[src/mpmu_pkg.sv]
// ----------------------------------------------------------------------------
// Max-product message update: shared package
// Payload types, command codes, and controller/datapath interface structs.
// ----------------------------------------------------------------------------
package mpmu_pkg;

  localparam int MAX_STATES_DEF = 16;
  localparam int OUT_CAP        = 16;
  localparam int DIV_STEPS      = 48;

  localparam logic [1:0] CMD_LOAD_VEC = 2'd0;
  localparam logic [1:0] CMD_LOAD_PW  = 2'd1;
  localparam logic [1:0] CMD_COMPUTE  = 2'd2;

  typedef struct packed {
    logic [1:0]  cmd;
    logic [3:0]  index_a;
    logic [3:0]  index_b;
    logic [31:0] value_a;
    logic [31:0] value_b;
  } in_item_t;

  typedef struct packed {
    logic [3:0]  state_index;
    logic [16:0] message;
    logic        last;
    logic        all_zero;
  } out_item_t;

  typedef struct packed {
    logic       init;
    logic       q_rd;
    logic       div_q;
    logic       div_n;
    logic       q_wr;
    logic       m_rd;
    logic       m_mul;
    logic       m_cmp;
    logic       f_wr;
    logic       n_rd;
    logic       emit;
    logic       last;
    logic [3:0] x;
    logic [3:0] y;
  } dp_cmd_t;

  typedef struct packed {
    logic div_done;
  } dp_stat_t;

endpackage

[src/mpmu_ctrl.sv]
// ----------------------------------------------------------------------------
// Max-product message update: controller
// Sequences quotient, matrix max and normalize phases over the active states.
// ----------------------------------------------------------------------------
module mpmu_ctrl #(
  parameter int MAX_STATES = mpmu_pkg::MAX_STATES_DEF
) (
  input  logic               clk_i,
  input  logic               rst_ni,
  input  logic               start_i,
  input  logic [1:0]         cmd_code_i,
  input  logic [4:0]         num_states_i,
  input  mpmu_pkg::dp_stat_t stat_i,
  output mpmu_pkg::dp_cmd_t  cmd_o,
  output logic               busy_o
);
  import mpmu_pkg::*;

  localparam int NMAX = (MAX_STATES < OUT_CAP) ? MAX_STATES : OUT_CAP;

  typedef enum logic [3:0] {
    S_IDLE, S_QRD, S_QSTART, S_QDIV, S_QWR, S_MRD, S_MMUL, S_MCMP,
    S_FWR, S_NRD, S_NSTART, S_NDIV, S_EMIT
  } state_e;

  state_e     state_q;
  logic [3:0] x_q, y_q;
  logic [4:0] n_q, n_eff;
  logic       x_end, y_end;

  always_comb begin
    if (num_states_i < 5'd2) begin
      n_eff = 5'd2;
    end else if (32'(num_states_i) > NMAX) begin
      n_eff = 5'(NMAX);
    end else begin
      n_eff = num_states_i;
    end
  end

  assign x_end = ({1'b0, x_q} == n_q - 5'd1);
  assign y_end = ({1'b0, y_q} == n_q - 5'd1);

  always_comb begin
    cmd_o       = '0;
    cmd_o.x     = x_q;
    cmd_o.y     = y_q;
    cmd_o.init  = (state_q == S_IDLE);
    cmd_o.q_rd  = (state_q == S_QRD);
    cmd_o.div_q = (state_q == S_QSTART);
    cmd_o.q_wr  = (state_q == S_QWR);
    cmd_o.m_rd  = (state_q == S_MRD);
    cmd_o.m_mul = (state_q == S_MMUL);
    cmd_o.m_cmp = (state_q == S_MCMP);
    cmd_o.f_wr  = (state_q == S_FWR);
    cmd_o.n_rd  = (state_q == S_NRD);
    cmd_o.div_n = (state_q == S_NSTART);
    cmd_o.emit  = (state_q == S_EMIT);
    cmd_o.last  = y_end;
  end

  assign busy_o = (state_q != S_IDLE);

  always_ff @(posedge clk_i or negedge rst_ni) begin
    if (!rst_ni) begin
      state_q <= S_IDLE;
      x_q     <= '0;
      y_q     <= '0;
      n_q     <= 5'd2;
    end else begin
      unique case (state_q)
        S_IDLE: begin
          if (start_i && (cmd_code_i == CMD_COMPUTE)) begin
            n_q     <= n_eff;
            x_q     <= '0;
            y_q     <= '0;
            state_q <= S_QRD;
          end
        end
        S_QRD:    state_q <= S_QSTART;
        S_QSTART: state_q <= S_QDIV;
        S_QDIV:   if (stat_i.div_done) state_q <= S_QWR;
        S_QWR: begin
          if (x_end) begin
            x_q     <= '0;
            state_q <= S_MRD;
          end else begin
            x_q     <= x_q + 4'd1;
            state_q <= S_QRD;
          end
        end
        S_MRD:  state_q <= S_MMUL;
        S_MMUL: state_q <= S_MCMP;
        S_MCMP: begin
          if (x_end) begin
            state_q <= S_FWR;
          end else begin
            x_q     <= x_q + 4'd1;
            state_q <= S_MRD;
          end
        end
        S_FWR: begin
          x_q <= '0;
          if (y_end) begin
            y_q     <= '0;
            state_q <= S_NRD;
          end else begin
            y_q     <= y_q + 4'd1;
            state_q <= S_MRD;
          end
        end
        S_NRD:    state_q <= S_NSTART;
        S_NSTART: state_q <= S_NDIV;
        S_NDIV:   if (stat_i.div_done) state_q <= S_EMIT;
        S_EMIT: begin
          if (y_end) begin
            y_q     <= '0;
            state_q <= S_IDLE;
          end else begin
            y_q     <= y_q + 4'd1;
            state_q <= S_NRD;
          end
        end
        default: state_q <= S_IDLE;
      endcase
    end
  end

  a_x_range: assert property (@(posedge clk_i) disable iff (!rst_ni)
    (state_q != S_IDLE) |-> ({1'b0, x_q} < n_q))
    else $error("x counter beyond active states");

  a_y_range: assert property (@(posedge clk_i) disable iff (!rst_ni)
    (state_q != S_IDLE) |-> ({1'b0, y_q} < n_q))
    else $error("y counter beyond active states");

  a_last_idle: assert property (@(posedge clk_i) disable iff (!rst_ni)
    (state_q == S_EMIT && y_end) |=> (state_q == S_IDLE))
    else $error("controller did not finish after last element");

  a_compute_go: assert property (@(posedge clk_i) disable iff (!rst_ni)
    (state_q == S_IDLE && start_i && cmd_code_i == CMD_COMPUTE) |=> (state_q == S_QRD))
    else $error("compute transaction not started");

endmodule

[config.mk]
export PLATFORM = sky130hd
export DESIGN_NAME = mpmu_ctrl
export DESIGN_NICKNAME = d
export VERILOG_FILES = /design/src/mpmu_pkg.sv /design/src/mpmu_ctrl.sv
export SDC_FILE = /design/constraint.sdc
export NUM_CORES = 1
export LEC_CHECK = 0
export ABC_AREA = 1
export ABC_CLOCK_PERIOD_IN_PS = 1900
export BUFFER_PORTS_ARGS = -buffer_cell sky130_fd_sc_hd__buf_2
export CELL_PAD_IN_SITES_DETAIL_PLACEMENT = 2
export CELL_PAD_IN_SITES_GLOBAL_PLACEMENT = 2
export CORE_ASPECT_RATIO = 1.25
export CORE_UTILIZATION = 28
export CTS_CLUSTER_SIZE = 28
export DETAILED_ROUTE_END_ITERATION = 8
export PLACE_DENSITY = 0.81
export SYNTH_ARGS = -nofsm -noshare
export SYNTH_HDL_FRONTEND = slang
export SYNTH_SLANG_ARGS = --single-unit
[constraint.sdc]
create_clock -name clk_i -period 1.9 [get_ports clk_i]
set_input_delay 0.095 -clock clk_i [delete_from_list [all_inputs] [get_ports clk_i]]
set_output_delay 0.095 -clock clk_i [all_outputs]
set_load 0.02 [all_outputs]
==> metrics.txt, run 1 <==
# TYPE chip_impl_metric gauge
chip_impl_info{name="status",value="finished clean"} 1
chip_impl_metric{name="number_of_antenna_violations_at_the_first_check_in_global_routing",unit=""} 0
chip_impl_metric{name="drv_cap",unit=""} 0
chip_impl_info{name="top_layer",value="met4"} 1
chip_impl_metric{name="ys_ff_latch",unit=""} 17
chip_impl_metric{name="grt.total_usage",unit="%"} 17.6
chip_impl_metric{name="overflow",unit=""} 0
chip_impl_metric{name="post_route_cells_drive_above_1_share",unit="%"} 33.9
chip_impl_metric{name="transition_time_at_the_pin_with_the_least_slew_margin",unit="ps"} 458
chip_impl_metric{name="chipHeight",unit="um"} 77.7
chip_impl_metric{name="synthesis.area",unit="sq um"} 1280
chip_impl_info{name="crit_path_top_delay_cell",value="dfstp_2"} 1
chip_impl_metric{name="io_pins",unit=""} 32
chip_impl_metric{name="timing.critical_path.slowest_cell_delay",unit="ps"} 540
chip_impl_metric{name="antennaDiodeCount",unit=""} 0
chip_impl_info{name="crit_path_frequent_cell",value="nand2_1"} 1
chip_impl_metric{name="worst_ir_drop_vdd",unit="mV"} 0.606
chip_impl_metric{name="largest_net_degree_at_the_start_of_global_routing",unit=""} 18
chip_impl_info{name="root_buffer",value="clkbuf_8"} 1
chip_impl_metric{name="port_buffers",unit=""} 31
chip_impl_info{name="critPathCaptureType",value="flip-flop"} 1
chip_impl_metric{name="dp_slack",unit="ps"} 1.39
chip_impl_metric{name="power_density",unit="nW/um^2"} 1700
chip_impl_info{name="critPathTopFamily",value="simple AND/OR/NAND/NOR gates"} 1
chip_impl_metric{name="drtIter0Drc",unit=""} 21
chip_impl_metric{name="detailroute.wirelength.met3",unit="um"} 91
chip_impl_metric{name="area_of_the_core_region",unit="sq um"} 4390
chip_impl_metric{name="post_synthesis_average_cell_area",unit="sq um"} 7.12
chip_impl_metric{name="multi_input_area",unit="sq um"} 767
chip_impl_metric{name="critPathRequiredTime",unit="ps"} 2050
chip_impl_metric{name="yosys.cell_types.count",unit=""} 28
chip_impl_metric{name="clkTransAtPathRegs",unit="ps"} 70
chip_impl_info{name="timing_worst_setup_path_type",value="reg -> reg"} 1
chip_impl_metric{name="fin_cells",unit=""} 279
chip_impl_metric{name="fp.dieW",unit="um"} 62.5
chip_impl_metric{name="worstSkewPairLatency",unit="ps"} 260
chip_impl_metric{name="timing.final.crit_share",unit="%"} 98.3
chip_impl_metric{name="max_slew_margin",unit="%"} 69.5
chip_impl_metric{name="holdPathStages",unit=""} 3
chip_impl_metric{name="hold_violation_count_in_the_final_report",unit=""} 0
chip_impl_info{name="setup_repair_after_global_routing_missed_its_margin",value="true"} 1
chip_impl_metric{name="cts_max_path_buffers",unit=""} 2
chip_impl_metric{name="clock.fmax",unit="MHz"} 535
chip_impl_metric{name="grt_first_pass_wirelength",unit="mm"} 6.64
chip_impl_metric{name="final.setup.worst_slack",unit="ps"} 31.6
chip_impl_metric{name="postSynthCellCount",unit=""} 180
chip_impl_metric{name="vias_per_cell",unit=""} 4.77
chip_impl_metric{name="hpwlAfterDp",unit="mm"} 3.18
chip_impl_metric{name="nFillCells",unit=""} 544
chip_impl_metric{name="worstPathArrival",unit="ps"} 2020
chip_impl_metric{name="final.setup_skew",unit="ps"} 1.14
chip_impl_info{name="hp-class",value="in -> reg"} 1
chip_impl_metric{name="clock_tree.htree_level_count",unit=""} 1
chip_impl_metric{name="cts-buffers-inserted",unit=""} 3
chip_impl_metric{name="worstRegToRegCells",unit=""} 13
chip_impl_metric{name="clock_sinks",unit=""} 17
chip_impl_metric{name="worst-path-stages",unit=""} 13
chip_impl_metric{name="count_of_final_max_slew_check_failures",unit=""} 0
chip_impl_metric{name="die_area",unit="sq um"} 4860
chip_impl_metric{name="syn_nets",unit=""} 194
chip_impl_metric{name="route.final.wire_length",unit="mm"} 4.16
chip_impl_metric{name="place.detailed.instances",unit=""} 269
chip_impl_metric{name="initial_core_util",unit="%"} 29.2
chip_impl_metric{name="setup_viol_count_final",unit=""} 0
chip_impl_metric{name="vias_after_detailed_routing",unit=""} 1332
chip_impl_metric{name="area_growth_syn_to_layout",unit="%"} 28.8
chip_impl_metric{name="drt_drc_violations_left",unit=""} 0
chip_impl_info{name="critical_path.startpoint_type",value="flip-flop"} 1
chip_impl_metric{name="final_antenna_net_count",unit=""} 0
chip_impl_metric{name="post_drt_wl_per_cell",unit="um"} 14.9
chip_impl_metric{name="timing.critical_path.fanout_max",unit=""} 5
chip_impl_metric{name="nets",unit=""} 236
chip_impl_metric{name="ff_latch_area",unit="sq um"} 427
chip_impl_metric{name="first_global_vias",unit=""} 1351
chip_impl_metric{name="worstPathBufferInverterCount",unit=""} 2
chip_impl_metric{name="routabilityCongestion",unit=""} 0.770
chip_impl_metric{name="yosysSeqAreaShare",unit="%"} 33.3
chip_impl_metric{name="detailroute.wirelength.met2",unit="mm"} 2.22
chip_impl_metric{name="timing.final.crit_period",unit="ps"} 1870
chip_impl_metric{name="synthesis.yosys.warnings",unit=""} 0
chip_impl_metric{name="drt_pass1_iterations",unit=""} 4
chip_impl_metric{name="cellLeakagePower",unit="nW"} 0.910
chip_impl_metric{name="met1Wirelength",unit="mm"} 1.81
chip_impl_metric{name="row_count",unit=""} 27
chip_impl_info{name="tritoncts",value="yes"} 1
chip_impl_info{name="path_cells",value="inv_2, ha_4, inv_2, nand2_1, nand2_1, nor2_1, nand2_1, nor2_4, nand2_4, nand2_4, nand3_4, nor2_2, nor2_1"} 1
[state kept, by name, indices dropped and copies added (netlist names)]
name and flops:
y_q 4, n_q 5, x_q 4, state_q 4
[final timing paths]
kind                               startpoint                      to  slack, ps
setup / recovery           n_q[1]$_DFFE_PN1P_  state_q[2]$_DFFE_PN0P_         30
hold / removal                num_states_i[2]      n_q[2]$_DFFE_PN0P_         70
setup reg to reg           n_q[1]$_DFFE_PN1P_  state_q[2]$_DFFE_PN0P_         30
hold reg to reg            n_q[4]$_DFFE_PN0P_      n_q[4]$_DFFE_PN0P_        540
max in group asynchronous              rst_ni      n_q[1]$_DFFE_PN1P_       1240
min in group asynchronous              rst_ni      y_q[0]$_DFFE_PN0P_        320
[cells by family (layout without fill, tap and decap cells)]
group           after synthesis  after routing  synth area share [%]
simple gates                107            107                  41.8
buf+inv                      32             73                  10.2
flops                        17             17                  33.3
compound gates               16             16                  8.39
xor+xnor                      5              5                  3.42
fa+ha+maj                     3              3                  2.93
[power by group]
group / internal [W] / switching [W] / total (W) / leakage (nW)
clock: 0.000149 / 0.000137 / 0.000286 / 0.0228
sequential: 0.000515 / 0.000200 / 0.000714 / 0.209
combinational: 0.000638 / 0.00116 / 0.00180 / 0.679
[metrics by stage]
stage	utilization [%]	instance area (sq um)	hold WS, ps	power (W)	setup TNS, ps
3_3_place_gp	34.4	1510	59.7	0.00229	0
3_5_place_dp	34.4	1510	62.6	0.00234	0
5_1_grt	37.6	1650	81.8	0.00305	-509
2_1_floorplan	-	1280	-201	0.00185	0
4_1_cts	36.4	1600	73.6	0.00272	0
6_report	37.6	1650	73.1	0.00280	0
[cell usage in the layout (no fill, tap or decap), types with 2 or more instances in the layout]
cell       Yosys  routed
o22ai_1        2       2
buf_2          0      30
inv_2          5       8
nor2_4         3       3
nand2_1       54      52
inv_4          3       3
xnor2_1        2       2
inv_1         23      20
nand3_1       13      12
nor2_2         2       3
nand2_4        0       2
nor2_8         3       3
clkbuf_8       0       3
nand3b_1       2       2
nand2_2        8       8
nor2_1        18      17
o21ai_0        3       2
dfrtp_1       16      16
buf_4          1       6
o2111ai_1      5       5
ha_1           3       2
xor2_1         3       3
o21ai_1        3       4
[worst reg2reg max path, delay by kind of cell (launching register included)]
kind	cells	cell delay [ps]
AND/OR/NAND/NOR	10	880
adder cells (fa/ha/maj)	1	260
flip-flops	1	540
buffers and inverters	2	80
[layout make-up]
type / count / share of cell area [%]
Clock buffer: 4 / 2.73
Inverter: 31 / 7.50
Multi-Input combinational cell: 131 / 46.4
Sequential cell: 17 / 25.8
Tap cell: 58 / 4.39
Timing Repair Buffer: 38 / 13.1
[layer usage]
layer / vias up / GRT usage (%)
met4: 0 / 4.88
li1: 650 / -
met3: 5 / 2.50
met2: 18 / 32.9
met1: 659 / 20.5
met5: - / 0
[timing repair]
action,in CTS,in global routing
pin swaps,1,9
cloned,0,0
hold buffers,1,0
setup endpoints to repair,2,7
endpoints found under the hold margin,16,0
gates resized for setup,4,10
buffers inserted,2,3
[cell usage after synthesis, drive strengths merged]
cell type	number	share of area, %
a21oi	1	0.39
buf	1	0.59
dfrtp	16	31
dfstp	1	2.0
ha	3	2.9
inv	31	9.7
nand2	62	20
nand3	14	5.9
nand3b	2	1.2
nand4	1	0.49
nor2	26	14
nor3	1	0.39
o2111ai	5	3.4
o211ai	1	0.59
o21ai	7	3.0
o22ai	2	0.98
or4	1	0.59
xnor2	2	1.4
xor2	3	2.0
(Power assumes the default switching activity.)
==> run 2: changes to the inputs <==
- ABC_AREA: 1 -> 0
- CORE_UTILIZATION: 28 -> 30
==> run 2 against run 1 <==
Compared with the run above:
- the run now ends with setup timing left
- power is 5.6% higher
- non-clock buffer count grew 15
- synthesized cell count fell by 20%
- synthesized area fell by 2.3%
- flip-flop and latch count did not move
- critical path type unchanged
- largest power group unchanged
==> metrics.txt, run 2 <==
# TYPE chip_impl_metric gauge
chip_impl_info{name="status",value="complete, but fails checks"} 1
chip_impl_info{name="failed_checks",value="setup timing"} 1
chip_impl_metric{name="post_synthesis_average_cell_area",unit="sq um"} 8.70
chip_impl_info{name="path_cells",value="inv_2, ha_4, nor3b_4, a22o_1, o211ai_1, buf_4, nand2_1, o211ai_1"} 1
chip_impl_info{name="synth.most_common_cell",value="nor2_1"} 1
chip_impl_metric{name="port_buffers",unit=""} 31
chip_impl_metric{name="die_area",unit="sq um"} 4440
chip_impl_metric{name="power_density",unit="nW/um^2"} 1660
chip_impl_info{name="worstHoldEndpoint",value="n_q[1]$_DFFE_PN1P_"} 1
chip_impl_metric{name="synthesis.area",unit="sq um"} 1250
chip_impl_info{name="largest_register_by_flop_count",value="n_q"} 1
chip_impl_info{name="root_buffer",value="clkbuf_8"} 1
chip_impl_metric{name="antennaDiodeCount",unit=""} 0
chip_impl_info{name="post_synth_main_area_contributors",value="dfrtp_1, nor2_1, nand2_1, xnor3_1, nand2b_1"} 1
chip_impl_metric{name="reg2reg_slack",unit="ps"} -140
chip_impl_metric{name="hold_violation_count_in_the_final_report",unit=""} 0
chip_impl_metric{name="yosys.cell_types.count",unit=""} 48
chip_impl_metric{name="hpwlAfterDp",unit="mm"} 3.82
chip_impl_metric{name="holdPathStages",unit=""} 2
chip_impl_metric{name="worstPathArrival",unit="ps"} 2200
chip_impl_metric{name="final_antenna_net_count",unit=""} 0
chip_impl_metric{name="cellLeakagePower",unit="nW"} 0.856
chip_impl_info{name="top_layer",value="met4"} 1
chip_impl_metric{name="clkTransAtPathRegs",unit="ps"} 70
chip_impl_metric{name="first_global_vias",unit=""} 1505
chip_impl_metric{name="yosysSeqAreaShare",unit="%"} 34.1
chip_impl_metric{name="fin_cells",unit=""} 249
chip_impl_metric{name="routabilityCongestion",unit=""} 0.783
chip_impl_info{name="timing_worst_setup_path_type",value="reg -> reg"} 1
chip_impl_metric{name="route.final.wire_length",unit="mm"} 5.00
chip_impl_info{name="critPathCaptureType",value="flip-flop"} 1
chip_impl_info{name="ys_dominant_reg_cell",value="dfrtp_1"} 1
chip_impl_metric{name="row_count",unit=""} 25
chip_impl_metric{name="place.detailed.instances",unit=""} 241
chip_impl_metric{name="detailroute.wirelength.met3",unit="um"} 138
chip_impl_metric{name="drt_pass1_iterations",unit=""} 4
chip_impl_metric{name="clock_sinks",unit=""} 17
chip_impl_metric{name="area_growth_syn_to_layout",unit="%"} 42.1
chip_impl_metric{name="critPathRequiredTime",unit="ps"} 2070
chip_impl_metric{name="synth_edf_count",unit=""} 0
chip_impl_info{name="setup.worst_path.start",value="n_q[1]$_DFFE_PN1P_"} 1
chip_impl_metric{name="timing.critical_path.slowest_cell_delay",unit="ps"} 560
chip_impl_metric{name="synth_async_sr_flop_share",unit="%"} 100
chip_impl_metric{name="setup_viol_count_final",unit=""} 12
chip_impl_info{name="synthTopCellsByCount",value="nor2_1, dfrtp_1, nand2_1"} 1
chip_impl_metric{name="post_route_cells_drive_above_1_share",unit="%"} 37.9
chip_impl_metric{name="io_pins",unit=""} 32
chip_impl_metric{name="grt.total_usage",unit="%"} 24.5
chip_impl_metric{name="vias_after_detailed_routing",unit=""} 1311
chip_impl_metric{name="postSynthCellCount",unit=""} 144
chip_impl_metric{name="fp.dieW",unit="um"} 59.8
chip_impl_info{name="worstReg2RegStart",value="n_q[1]$_DFFE_PN1P_"} 1
chip_impl_metric{name="drt_drc_violations_left",unit=""} 0
chip_impl_metric{name="clock_tree.htree_level_count",unit=""} 1
chip_impl_metric{name="timing.final.crit_period",unit="ps"} 2040
chip_impl_metric{name="chipHeight",unit="um"} 74.2
chip_impl_info{name="hp-class",value="in -> reg"} 1
chip_impl_metric{name="timing.critical_path.fanout_max",unit=""} 4
chip_impl_metric{name="largest_net_degree_at_the_start_of_global_routing",unit=""} 18
chip_impl_metric{name="drtIter0Drc",unit=""} 25
chip_impl_metric{name="synthDominantCellAreaShare",unit="%"} 32.0
chip_impl_metric{name="detailroute.wirelength.met2",unit="mm"} 2.85
chip_impl_metric{name="cts_max_path_buffers",unit=""} 2
chip_impl_metric{name="setup_total_negative_slack",unit="ps"} -1160
chip_impl_metric{name="final.setup_skew",unit="ps"} 2.47
chip_impl_metric{name="timing.final.crit_share",unit="%"} 107
chip_impl_metric{name="ys_ff_latch",unit=""} 17
chip_impl_metric{name="worstPathBufferInverterCount",unit=""} 2
chip_impl_info{name="critPathTopFamily",value="compound AO/OA/AOI/OAI gates"} 1
chip_impl_metric{name="vias_per_cell",unit=""} 5.27
chip_impl_info{name="most_common_cell_after_layout_fill_and_taps_aside",value="buf_2"} 1
chip_impl_metric{name="final.setup.worst_slack",unit="ps"} -137
chip_impl_info{name="layout_common_cells",value="buf_2, buf_4, nor2_1"} 1
chip_impl_metric{name="transition_time_at_the_pin_with_the_least_slew_margin",unit="ps"} 567
chip_impl_metric{name="clock.fmax",unit="MHz"} 491
chip_impl_metric{name="grt_first_pass_wirelength",unit="mm"} 7.92
chip_impl_metric{name="syn_nets",unit=""} 158
chip_impl_info{name="crit_path_frequent_cell",value="o211ai_1"} 1
chip_impl_info{name="tritoncts",value="yes"} 1
chip_impl_metric{name="number_of_flip_flops_under_the_largest_register_name",unit=""} 5
chip_impl_metric{name="max_slew_margin",unit="%"} 61.8
chip_impl_metric{name="nets",unit=""} 210
chip_impl_metric{name="count_of_final_max_slew_check_failures",unit=""} 0
chip_impl_info{name="timing.hold.worst.start",value="num_states_i[4]"} 1
chip_impl_info{name="worstReg2RegEnd",value="state_q[0]$_DFFE_PN0P_"} 1
chip_impl_metric{name="area_of_the_core_region",unit="sq um"} 3880
chip_impl_metric{name="met1Wirelength",unit="mm"} 1.94
chip_impl_info{name="critical_path.startpoint_type",value="flip-flop"} 1
chip_impl_info{name="crit_path_top_delay_cell",value="dfstp_2"} 1
chip_impl_metric{name="worst_ir_drop_vdd",unit="mV"} 0.586
chip_impl_metric{name="overflow",unit=""} 0
chip_impl_info{name="setup_repair_after_global_routing_missed_its_margin",value="true"} 1
chip_impl_metric{name="synthesis.yosys.warnings",unit=""} 0
chip_impl_metric{name="number_of_antenna_violations_at_the_first_check_in_global_routing",unit=""} 0
chip_impl_metric{name="drv_cap",unit=""} 0
chip_impl_metric{name="cts-buffers-inserted",unit=""} 3
chip_impl_metric{name="initial_core_util",unit="%"} 32.3
chip_impl_metric{name="nFillCells",unit=""} 446
chip_impl_metric{name="worstRegToRegCells",unit=""} 8
chip_impl_metric{name="post_drt_wl_per_cell",unit="um"} 20.1
chip_impl_metric{name="worstSkewPairLatency",unit="ps"} 260
chip_impl_info{name="synth_largest_area_cell",value="dfrtp_1"} 1
run 2: changes by cell type after synthesis, sizes merged, moves of 3 or more:
cell / delta
xnor2: +3
a22o: +4
nand2: -48
o2111ai: -5
nand3: -10
nand2b: +7
inv: -24
clkbuf: +5
nor3: +5
nor2: -7
a21oi: +5
run 2: kinds of logic (layout without fill, tap and decap cells):
logic type | after synthesis | count (layout) | synth area share, %
adders and majority gates | 3 | 3 | 3.00
AOI/OAI and AO/OA | 37 | 37 | 21.2
and+or+nand+nor | 62 | 62 | 26.7
xor gates and xnor gates | 10 | 10 | 9.19
buffers and inverters | 13 | 64 | 4.20
muxes | 2 | 2 | 1.70
DFF | 17 | 17 | 34.1
run 2: timing repair:
action,in CTS,in global routing
hold endpoints to repair,16,0
cloned,0,0
hold buffers,1,0
resized for setup,12,7
endpoints found under the setup margin,12,12
setup buffers,3,0
pin swaps,9,4
run 2: where the power goes:
group,total (W),switching [W],internal [W]
sequential,0.000672,0.000175,0.000497
clock,0.000284,0.000135,0.000149
combinational,0.00200,0.00111,0.000891
total,0.00296,0.00142,0.00154
run 2: worst reg2reg max path: stages, from the launching register on:
cell and delay (ps):
dfstp_2 560, inv_2 50, ha_4 180, nor3b_4 160, a22o_1 250, o211ai_1 340
buf_4 220, nand2_1 70, o211ai_1 120
run 2: worst max-delay path by stage:
stage	slack (ps)	end	depth (start not counted)
6_report	-140	state_q[0]$_DFFE_PN0P_	8
5_1_grt	-210	state_q[0]$_DFFE_PN0P_	9
4_1_cts	-80	x_q[1]$_DFFE_PN0P_	7
3_5_place_dp	-190	state_q[0]$_DFFE_PN0P_	8
3_3_place_gp	-20	x_q[1]$_DFFE_PN0P_	7
2_1_floorplan	-50	x_q[1]$_DFFE_PN0P_	7
run 2: per-stage QoR:
stage                     instance area [sq um]  setup WS, ps  util (%)  hold WS [ps]  power [W]
after floorplan                            1280         -51.0         -          -201    0.00179
final                                      1780          -137      45.9          38.8    0.00296
after CTS                                  1740         -81.6      44.9          35.8    0.00288
after detailed placement                   1610          -188      41.6          61.2    0.00247
after global routing                       1780          -207      45.9          40.2    0.00315
after global placement                     1610         -24.0      41.6          52.1    0.00231
run 2: cell type report:
cell class / instances / area [sq um] / share of cell area [%]
repair buffers: 53 / 340 / 19.1
well taps: 54 / 67.6 / 3.80
clock buffers: 4 / 45.0 / 2.53
flip-flops and latches: 17 / 427 / 24.0
multi-input cells: 114 / 873 / 49.1
inverters: 7 / 26.3 / 1.48
run 2: routing by layer:
layer	vias to the layer above	GRT usage (%)
li1	615	-
met1	658	27.4
met2	30	46.2
met3	8	4.00
met4	0	8.27
met5	-	0
